## config.mk

```make
export PLATFORM = sky130hd
export DESIGN_NAME = console_line_packetizer_top
export DESIGN_NICKNAME = d
export VERILOG_FILES = /design/src/clp_pkg.sv /design/src/clp_dpath.sv /design/src/clp_ctrl.sv /design/src/console_line_packetizer_top.sv
export SDC_FILE = /design/constraint.sdc
export NUM_CORES = 1
export LEC_CHECK = 0
export BUFFER_PORTS_ARGS = -buffer_cell sky130_fd_sc_hd__buf_2
export CAP_MARGIN = 10
export CORE_MARGIN = 2
export CORE_UTILIZATION = 43
export DETAILED_ROUTE_END_ITERATION = 10
export GPL_TIMING_DRIVEN = 0
export SYNTH_ARGS = -nofsm -noshare
export SYNTH_HDL_FRONTEND = slang
export SYNTH_SLANG_ARGS = --single-unit
```

## constraint.sdc

```tcl
create_clock -name clk -period 4.9 [get_ports clk]
set_clock_uncertainty 0.15 [all_clocks]
set_input_delay 0.49 -clock clk [delete_from_list [all_inputs] [get_ports clk]]
set_output_delay 0.49 -clock clk [all_outputs]
set_load 0.05 [all_outputs]
```

## src/clp_pkg.sv

```systemverilog
package clp_pkg;

	localparam int        MARKER_LEN = 5;
	localparam logic [7:0] NEWLINE   = 8'h0A;

	// overflow marker "<F>\n" plus terminating zero
	localparam logic [7:0] MARKER_BYTES [0:MARKER_LEN-1] = '{8'h3C, 8'h46, 8'h3E, 8'h0A, 8'h00};

	localparam logic [1:0] MODE_PUT   = 2'd0;
	localparam logic [1:0] MODE_IRQ   = 2'd1;
	localparam logic [1:0] MODE_FLUSH = 2'd2;

	typedef struct packed {
		logic [1:0] mode;
		logic [7:0] char_code;
		logic       send_ok;
		logic       one_slot_left;
	} in_word_t;

	typedef struct packed {
		logic [7:0] data_byte;
		logic [4:0] packet_length;
		logic       last_of_packet;
	} out_word_t;

	typedef enum logic [3:0] {
		ST_IDLE,
		ST_DECODE,
		ST_APPEND,
		ST_CHECK,
		ST_MARK_BASE,
		ST_MARK_WR,
		ST_SEND_INIT,
		ST_SEND_EMPTY,
		ST_SEND_RD,
		ST_SEND_WR
	} ctl_state_t;

	// controller -> datapath
	typedef struct packed {
		logic capture;
		logic append;
		logic set_pending;
		logic mark_base;
		logic mark_write;
		logic send_init;
		logic rd;
		logic load_byte;
		logic load_empty;
		logic send_done;
	} dp_cmd_t;

	// datapath -> controller
	typedef struct packed {
		logic [1:0] mode;
		logic       ok;
		logic       one_slot;
		logic       char_nl;
		logic       pending;
		logic       full;
		logic       fill_zero;
		logic       mark_last;
		logic       send_last;
		logic       out_free;
	} dp_sts_t;

endpackage

```

## src/clp_dpath.sv

```systemverilog
module clp_dpath #(
	parameter int PACKET_BYTES = 30
) (
	input  logic               clk,
	input  logic               arst_n,
	input  clp_pkg::in_word_t  req,
	input  clp_pkg::dp_cmd_t   cmd,
	output clp_pkg::dp_sts_t   sts,
	output logic               rsp_valid,
	input  logic               rsp_stall,
	output clp_pkg::out_word_t rsp
);

	localparam int FW = $clog2(PACKET_BYTES + 1);
	localparam int AW = $clog2(PACKET_BYTES);
	localparam int KW = $clog2(clp_pkg::MARKER_LEN);

	// latched item
	logic [1:0] mode_q;
	logic [7:0] char_q;
	logic       ok_q;
	logic       slot_q;

	logic [FW-1:0] fill_q;
	logic          pending_q;
	logic          last_nl_q;
	logic [AW-1:0] idx_q;
	logic [AW-1:0] base_q;
	logic [KW-1:0] k_q;

	logic [7:0] mem [0:PACKET_BYTES-1];
	logic [7:0] rdata_q;

	logic                rsp_valid_q;
	clp_pkg::out_word_t  rsp_q;

	logic          full;
	logic          out_free;
	logic [FW:0]   start_w;
	logic [FW:0]   end_w;
	logic [AW-1:0] base_w;
	logic [FW:0]   mark_fill_w;
	logic          we;
	logic [AW-1:0] waddr;
	logic [7:0]    wdata;

	assign full     = (fill_q >= FW'(PACKET_BYTES));
	assign out_free = !rsp_valid_q || !rsp_stall;

	// marker placement: back over a trailing newline, clamp to buffer end
	always_comb begin
		start_w = {1'b0, fill_q} - (FW+1)'(((fill_q != '0) && last_nl_q) ? 1 : 0);
		end_w   = start_w + (FW+1)'(clp_pkg::MARKER_LEN);
		if (end_w >= (FW+1)'(PACKET_BYTES)) begin
			base_w = AW'(PACKET_BYTES - clp_pkg::MARKER_LEN);
		end else begin
			base_w = start_w[AW-1:0];
		end
		mark_fill_w = (FW+1)'(base_q) + (FW+1)'(clp_pkg::MARKER_LEN);
	end

	// single write port
	always_comb begin
		we    = 1'b0;
		waddr = fill_q[AW-1:0];
		wdata = char_q;
		if (cmd.mark_write) begin
			we    = 1'b1;
			waddr = base_q + AW'(k_q);
			wdata = clp_pkg::MARKER_BYTES[k_q];
		end else if (cmd.append && !full) begin
			we = 1'b1;
		end
	end

	always_ff @(posedge clk) begin
		if (we) begin
			mem[waddr] <= wdata;
		end
		if (cmd.rd) begin
			rdata_q <= mem[idx_q];
		end
	end

	always_ff @(posedge clk) begin
		if (cmd.capture) begin
			mode_q <= req.mode;
			char_q <= req.char_code;
			ok_q   <= req.send_ok;
			slot_q <= req.one_slot_left;
		end
		if (cmd.mark_base) begin
			base_q <= base_w;
		end
	end

	always_ff @(posedge clk or negedge arst_n) begin
		if (!arst_n) begin
			fill_q    <= '0;
			pending_q <= 1'b0;
			last_nl_q <= 1'b0;
			idx_q     <= '0;
			k_q       <= '0;
		end else begin
			if (cmd.append && !full) begin
				fill_q    <= fill_q + FW'(1);
				last_nl_q <= (char_q == clp_pkg::NEWLINE);
			end
			if (cmd.set_pending) begin
				pending_q <= 1'b1;
			end
			if (cmd.mark_base) begin
				k_q <= '0;
			end
			if (cmd.mark_write) begin
				k_q <= k_q + KW'(1);
				if (k_q == KW'(clp_pkg::MARKER_LEN - 1)) begin
					fill_q    <= mark_fill_w[FW-1:0];
					last_nl_q <= 1'b0;
				end
			end
			if (cmd.send_init) begin
				idx_q <= '0;
			end
			if (cmd.load_byte) begin
				idx_q <= idx_q + AW'(1);
			end
			if (cmd.send_done) begin
				fill_q    <= '0;
				pending_q <= 1'b0;
			end
		end
	end

	// output register
	always_ff @(posedge clk or negedge arst_n) begin
		if (!arst_n) begin
			rsp_valid_q <= 1'b0;
		end else if (cmd.load_byte || cmd.load_empty) begin
			rsp_valid_q <= 1'b1;
		end else if (!rsp_stall) begin
			rsp_valid_q <= 1'b0;
		end
	end

	always_ff @(posedge clk) begin
		if (cmd.load_byte) begin
			rsp_q.data_byte      <= rdata_q;
			rsp_q.packet_length  <= 5'(fill_q);
			rsp_q.last_of_packet <= sts.send_last;
		end else if (cmd.load_empty) begin
			rsp_q.data_byte      <= '0;
			rsp_q.packet_length  <= '0;
			rsp_q.last_of_packet <= 1'b1;
		end
	end

	assign rsp_valid = rsp_valid_q;
	assign rsp       = rsp_q;

	always_comb begin
		sts.mode      = mode_q;
		sts.ok        = ok_q;
		sts.one_slot  = slot_q;
		sts.char_nl   = (char_q == clp_pkg::NEWLINE);
		sts.pending   = pending_q;
		sts.full      = full;
		sts.fill_zero = (fill_q == '0);
		sts.mark_last = (k_q == KW'(clp_pkg::MARKER_LEN - 1));
		sts.send_last = ((FW'(idx_q) + FW'(1)) == fill_q);
		sts.out_free  = out_free;
	end

endmodule

```

## src/clp_ctrl.sv

```systemverilog
module clp_ctrl (
	input  logic             clk,
	input  logic             arst_n,
	input  logic             req_valid,
	output logic             req_stall,
	input  clp_pkg::dp_sts_t sts,
	output clp_pkg::dp_cmd_t cmd
);

	clp_pkg::ctl_state_t state_q, state_d;
	logic retry_q, retry_d;   // send in progress is the retry of a pending packet

	always_ff @(posedge clk or negedge arst_n) begin
		if (!arst_n) begin
			state_q <= clp_pkg::ST_IDLE;
			retry_q <= 1'b0;
		end else begin
			state_q <= state_d;
			retry_q <= retry_d;
		end
	end

	always_comb begin
		state_d   = state_q;
		retry_d   = retry_q;
		cmd       = '0;
		req_stall = (state_q != clp_pkg::ST_IDLE);
		unique case (state_q)
			clp_pkg::ST_IDLE: begin
				if (req_valid) begin
					cmd.capture = 1'b1;
					state_d     = clp_pkg::ST_DECODE;
				end
			end
			clp_pkg::ST_DECODE: begin
				retry_d = 1'b0;
				unique case (sts.mode)
					clp_pkg::MODE_PUT: begin
						if (sts.pending && sts.ok) begin
							retry_d = 1'b1;
							state_d = clp_pkg::ST_SEND_INIT;
						end else if (sts.pending) begin
							state_d = clp_pkg::ST_IDLE;
						end else begin
							state_d = clp_pkg::ST_APPEND;
						end
					end
					clp_pkg::MODE_IRQ: state_d = clp_pkg::ST_APPEND;
					clp_pkg::MODE_FLUSH: begin
						state_d = sts.ok ? clp_pkg::ST_SEND_INIT : clp_pkg::ST_IDLE;
					end
					default: state_d = clp_pkg::ST_IDLE;
				endcase
			end
			clp_pkg::ST_APPEND: begin
				cmd.append = 1'b1;
				state_d    = (sts.mode == clp_pkg::MODE_PUT) ? clp_pkg::ST_CHECK
				                                             : clp_pkg::ST_IDLE;
			end
			clp_pkg::ST_CHECK: begin
				if (sts.char_nl || sts.full) begin
					cmd.set_pending = 1'b1;
					if (sts.one_slot) begin
						state_d = clp_pkg::ST_MARK_BASE;
					end else begin
						state_d = sts.ok ? clp_pkg::ST_SEND_INIT : clp_pkg::ST_IDLE;
					end
				end else begin
					state_d = clp_pkg::ST_IDLE;
				end
			end
			clp_pkg::ST_MARK_BASE: begin
				cmd.mark_base = 1'b1;
				state_d       = clp_pkg::ST_MARK_WR;
			end
			clp_pkg::ST_MARK_WR: begin
				cmd.mark_write = 1'b1;
				if (sts.mark_last) begin
					state_d = sts.ok ? clp_pkg::ST_SEND_INIT : clp_pkg::ST_IDLE;
				end
			end
			clp_pkg::ST_SEND_INIT: begin
				cmd.send_init = 1'b1;
				state_d = sts.fill_zero ? clp_pkg::ST_SEND_EMPTY : clp_pkg::ST_SEND_RD;
			end
			clp_pkg::ST_SEND_EMPTY: begin
				if (sts.out_free) begin
					cmd.load_empty = 1'b1;
					cmd.send_done  = 1'b1;
					state_d = retry_q ? clp_pkg::ST_APPEND : clp_pkg::ST_IDLE;
					retry_d = 1'b0;
				end
			end
			clp_pkg::ST_SEND_RD: begin
				cmd.rd  = 1'b1;
				state_d = clp_pkg::ST_SEND_WR;
			end
			clp_pkg::ST_SEND_WR: begin
				if (sts.out_free) begin
					cmd.load_byte = 1'b1;
					if (sts.send_last) begin
						cmd.send_done = 1'b1;
						state_d = retry_q ? clp_pkg::ST_APPEND : clp_pkg::ST_IDLE;
						retry_d = 1'b0;
					end else begin
						state_d = clp_pkg::ST_SEND_RD;
					end
				end
			end
			default: state_d = clp_pkg::ST_IDLE;
		endcase
	end

endmodule

```

## src/console_line_packetizer_top.sv

```systemverilog
// channel | dir | word        | handshake
// req     | in  | in_word_t   | req_valid / req_stall, taken when valid & !stall
// rsp     | out | out_word_t  | rsp_valid / rsp_stall, taken when valid & !stall
//
// One input word at a time, accept to next accept. Each byte of a packet that is sent
// is read from the line buffer, then loaded into the output register; an empty packet
// is loaded straight into the output register, and the overflow marker, when needed,
// is written into the buffer before the send.
// Reset clears fill count, pending flag and control; buffer contents are not cleared.
// A stalled rsp holds the controller in its send state; req stays stalled until done.
module console_line_packetizer_top #(
	parameter int PACKET_BYTES = 30
) (
	input  logic               clk,
	input  logic               arst_n,
	input  logic               req_valid,
	output logic               req_stall,
	input  clp_pkg::in_word_t  req,
	output logic               rsp_valid,
	input  logic               rsp_stall,
	output clp_pkg::out_word_t rsp
);

	// command and status between controller and datapath
	clp_pkg::dp_cmd_t cmd;
	clp_pkg::dp_sts_t sts;

	// controller: sequences retry, append, marker write and packet send
	clp_ctrl u_ctrl (
		.clk       (clk),
		.arst_n    (arst_n),
		.req_valid (req_valid),
		.req_stall (req_stall),
		.sts       (sts),
		.cmd       (cmd)
	);

	// datapath: line buffer, fill count, pending flag, output register
	clp_dpath #(
		.PACKET_BYTES (PACKET_BYTES)
	) u_dpath (
		.clk       (clk),
		.arst_n    (arst_n),
		.req       (req),
		.cmd       (cmd),
		.sts       (sts),
		.rsp_valid (rsp_valid),
		.rsp_stall (rsp_stall),
		.rsp       (rsp)
	);

endmodule

```

==> results_tabular.tex <==
\begin{tabular}{lr}
\hline
Metric & Value \\
\hline
\multicolumn{2}{l}{\textbf{Outcome}} \\
Status & completed \\
\multicolumn{2}{l}{\textbf{Cells and area}} \\
Nets & 887 \\
Antenna cells & 0 \\
Area growth from synthesis to final layout & 14.13\% \\
Share of cells above drive strength 1 & 21.03\% \\
Non-filler instance count after layout & 1265 \\
Fin util & 49.69\% \\
Area of all placed cells without fillers & 14690 µm² \\
\multicolumn{2}{l}{\textbf{Logic synthesis}} \\
Leading area contributor after synthesis & sky130\_fd\_sc\_hd\_\_edfxtp\_1 \\
Portion of synthesized cell area occupied by the leading cell type & 65.10\% \\
Register bit count reported by yosys & 300 \\
Yosys warning count & 0 \\
Syn\_area\_per\_cell & 16.76 µm² \\
Count of cell types in the netlist & 73 \\
EDFF count, synth & 279 \\
Combined area of all synthesized cells & 12870 µm² \\
Most used flip-flop cell after synthesis & sky130\_fd\_sc\_hd\_\_edfxtp\_1 \\
Most area-consuming cells after synthesis & sky130\_fd\_sc\_hd\_\_edfxtp\_1, sky130\_fd\_sc\_hd\_\_mux4\_2, sky130\_fd\_sc\_hd\_\_dfrtp\_1, sky130\_fd\_sc\_hd\_\_nor2\_1, sky130\_fd\_sc\_hd\_\_mux2i\_1 \\
Fraction of the yosys area taken by sequential cells & 69.18\% \\
Number of nets produced by synthesis & 804 \\
Top cell types by occurrence after synthesis & sky130\_fd\_sc\_hd\_\_edfxtp\_1, sky130\_fd\_sc\_hd\_\_nor2\_1, sky130\_fd\_sc\_hd\_\_mux4\_2 \\
Share of synthesized flip-flops with an asynchronous set or reset & 7.000\% \\
Post-synthesis cell count & 768 \\
Cell with the most instances after synthesis & sky130\_fd\_sc\_hd\_\_edfxtp\_1 \\
\multicolumn{2}{l}{\textbf{Worst setup path}} \\
CP arrival & 3.87 ns \\
Sequence of cells on the critical path & buf\_2 > buf\_1 > nor4b\_2 > nor2b\_1 > ha\_1 > ha\_1 > nor2\_1 > o21ai\_0 > o311ai\_2 > a31oi\_2 > or3\_1 \\
Worst reg2reg path startpoint & u\_dpath.fill\_q[4] \\
Worst Setup Start Kind & register \\
Endpoint of the most critical register-to-register path & u\_dpath.base\_q[0] \\
Critical-path top delay cell & sky130\_fd\_sc\_hd\_\_nor4b\_2 \\
Crit Path Class & reg2reg \\
Max stage delay on crit path & 0.49 ns \\
Worst reg-to-reg setup slack & 1.18 ns \\
Critical path endpoint category & register \\
Maximum fanout along the worst path & 10 \\
Depth of the worst register-to-register path & 11 \\
CP startpoint & u\_dpath.fill\_q[4] \\
Critical path capture point & u\_dpath.base\_q[0] \\
WP data required & 5.05 ns \\
Cell mode on critical path & sky130\_fd\_sc\_hd\_\_ha\_1 \\
\multicolumn{2}{l}{\textbf{Clocking}} \\
Clk pin slew, worst setup/hold paths & 0.06 ns \\
Number of gates resized after cts & 0 \\
Number of buffers on the longest clock path & 3 \\
Worst-Skew Late Latency & 0.56 ns \\
Clock buffers created by TritonCTS & 31 \\
H-tree depth & 1 \\
CTS sink count & 300 \\
TritonCTS clock tree & built \\
Cell chosen for the clock root & sky130\_fd\_sc\_hd\_\_clkbuf\_16 \\
\multicolumn{2}{l}{\textbf{Place}} \\
Placement Setup Slack & 1.217 ns \\
Gp weighted congestion & 0.8103 \\
Area post-placement & 13660 µm² \\
Count of buffers from port buffering & 31 \\
Placed instance count & 1194 \\
HPWL Detailed & 18570 µm \\
\multicolumn{2}{l}{\textbf{Detailed routing}} \\
Via count & 6984 \\
DRC violation count after routing & 0 \\
Via/cell ratio & 5.521 \\
Detailed Route WL & 27850 µm \\
Post-DR wirelength/cell & 22.02 µm \\
1st-pass router iterations & 8 \\
Starting DRC count in detailed routing & 793 \\
Remaining number of nets flagged by the antenna check after routing & 0 \\
\multicolumn{2}{l}{\textbf{Floorplan}} \\
Die area & 31330 µm² \\
Std cell rows & 63 \\
Number of placed I/O pins & 32 \\
Area of the core & 29560 µm² \\
Effective utilization at floorplan & 43.54\% \\
X dimension of the die & 177 µm \\
Height of the die & 177 µm \\
\multicolumn{2}{l}{\textbf{Flow run}} \\
Number of maximum-capacitance violations & 0 \\
\multicolumn{2}{l}{\textbf{STA}} \\
Final cycle utilization of the critical path & 75.91\% \\
Slack of the critical path & 1.180 ns \\
Slew Limit Headroom & 25.75\% \\
Fin. max-slew vios & 0 \\
Slew of the pin with the lowest slew margin & 1.114 ns \\
Period minus WS final & 3.720 ns \\
Final-report hold violation count & 0 \\
Setup repair after global routing missed its margin & false \\
Setup violators final & 0 \\
Maximum clock frequency & 268.8 MHz \\
\multicolumn{2}{l}{\textbf{Power}} \\
Maximum ir drop on the vdd rail & 309.5 µV \\
Total leakage power & 4.858 nW \\
Power Density & 553.4 nW/µm² \\
\multicolumn{2}{l}{\textbf{Hold path}} \\
Min-Delay Path Class & in2async \\
\multicolumn{2}{l}{\textbf{GRT}} \\
Antenna violations before repair & 0 \\
Wire length of the first global-routing pass & 42440 µm \\
Vias in the first global route & 7000 \\
Pin count of the biggest net entering global routing & 31 \\
All-layer global routing usage & 18.22\% \\
Grt ovf & 0 \\
\hline
\end{tabular}
flip-flops by register name (all words and copies together), names as in the netlist:
register,flops
u_ctrl.retry_q,1
u_ctrl.state_q,4
u_dpath.base_q,5
u_dpath.char_q,8
u_dpath.fill_q,5
u_dpath.idx_q,5
u_dpath.k_q,3
u_dpath.last_nl_q,1
u_dpath.mem,240
u_dpath.mode_q,2
u_dpath.ok_q,1
u_dpath.pending_q,1
u_dpath.rdata_q,8
u_dpath.rsp,14
u_dpath.rsp_valid,1
u_dpath.slot_q,1
final cells by class:
type	count	area, µm²
multi-input combinational	412	3732
clock buffer	40	809.5
fill	2438	14870
timing repair buffer	50	396.6
inverter	14	52.55
sequential	300	8904
clock inverter	17	81.33
buffer	42	224.0
tap	390	488.0
metal layers:
layer | GRT usage (%) | up-vias | wire (µm)
met5 | 0 | - | 0
met3 | 3.222 | 58 | 1633
met4 | 5.888 | 0 | 849
met1 | 25.18 | 3484 | 12050
met2 | 29.46 | 219 | 13310
li1 | - | 3223 | -
stage by stage:
stage,power (mW),hold WS [ns],setup TNS [ns]
2_1_floorplan,5.182,0.04441,0
3_3_place_gp,5.953,0.3444,-17.06
3_5_place_dp,6.085,0.3481,0
4_1_cts,8.181,0.2811,0
5_1_grt,8.524,0.3002,0
6_report,8.128,0.2909,0
worst min-delay path by stage:
stage,startpoint,endpoint,slack (ns),depth (start not counted)
final,arst_n,u_dpath.fill_q[0],0.29,2
after global routing,req_valid,u_ctrl.state_q[0],0.30,3
after CTS,req_valid,u_ctrl.state_q[0],0.28,3
after detailed placement,u_dpath.last_nl_q,u_dpath.last_nl_q,0.35,2
after global placement,u_dpath.last_nl_q,u_dpath.last_nl_q,0.34,2
after floorplan,arst_n,u_ctrl.retry_q,0.04,0
cells in the final DEF, fill, tap and decap left out, types with 4 or more instances in the layout:
master                          count
sky130_fd_sc_hd__inv_1             13
sky130_fd_sc_hd__dlygate4sd3_1     13
sky130_fd_sc_hd__nand2_1           29
sky130_fd_sc_hd__nand2b_1           6
sky130_fd_sc_hd__nor3_1             8
sky130_fd_sc_hd__buf_2             48
sky130_fd_sc_hd__nand3_1           13
sky130_fd_sc_hd__edfxtp_1         279
sky130_fd_sc_hd__mux2_2             8
sky130_fd_sc_hd__buf_1              5
sky130_fd_sc_hd__nand3b_1           4
sky130_fd_sc_hd__o21ai_0           18
sky130_fd_sc_hd__clkbuf_16         31
sky130_fd_sc_hd__xor2_1             5
sky130_fd_sc_hd__xnor2_1           13
sky130_fd_sc_hd__a32oi_1            5
sky130_fd_sc_hd__buf_4              4
sky130_fd_sc_hd__clkinv_1           8
sky130_fd_sc_hd__dfrtp_1           21
sky130_fd_sc_hd__o22ai_1           13
sky130_fd_sc_hd__a31oi_1            5
sky130_fd_sc_hd__clkinv_2           7
sky130_fd_sc_hd__nor2_1            73
sky130_fd_sc_hd__mux4_2            56
sky130_fd_sc_hd__ha_1              19
sky130_fd_sc_hd__and3_1            14
sky130_fd_sc_hd__a221oi_1           8
sky130_fd_sc_hd__mux2i_1           26
sky130_fd_sc_hd__a21oi_1           18
sky130_fd_sc_hd__a21o_1             4
sky130_fd_sc_hd__nor2b_1            5
sky130_fd_sc_hd__buf_6              5
sky130_fd_sc_hd__clkbuf_1          21
where the power goes:
part	internal [mW]	total [mW]	switching (mW)
sequential	3.37	3.48	0.118
clock	1.16	2.09	0.932
combinational	0.910	2.56	1.65
total	5.43	8.13	2.70
cell families (layout without fill, tap and decap cells):
logic type                 Yosys count  in the layout  synth area share [%]
and+or+nand+nor                    177            177                 7.039
AOI/OAI and AO/OA                  106            106                 5.794
buffers and inverters               56            163                 2.149
muxes                               91             91                 12.61
adders and majority gates           20             20                 2.003
xor gates and xnor gates            18             18                 1.225
DFF                                300            300                 69.18
repair_timing:
action / CTS / global route
hold endpoints to repair: 33 / 0
buffers inserted: 0 / 0
hold buffers: 13 / 0
critical path, delay by kind of cell, from the launching register on:
| family | cells | cell delay, ns |
|---|---|---|
| adders and majority gates | 2 | 0.66 |
| buffers and inverters | 2 | 0.47 |
| DFF | 1 | 0.35 |
| and+or+nand+nor | 4 | 1.31 |
| AOI/OAI and AO/OA | 3 | 0.54 |
Note: power is estimated with default switching activity, not from simulation.
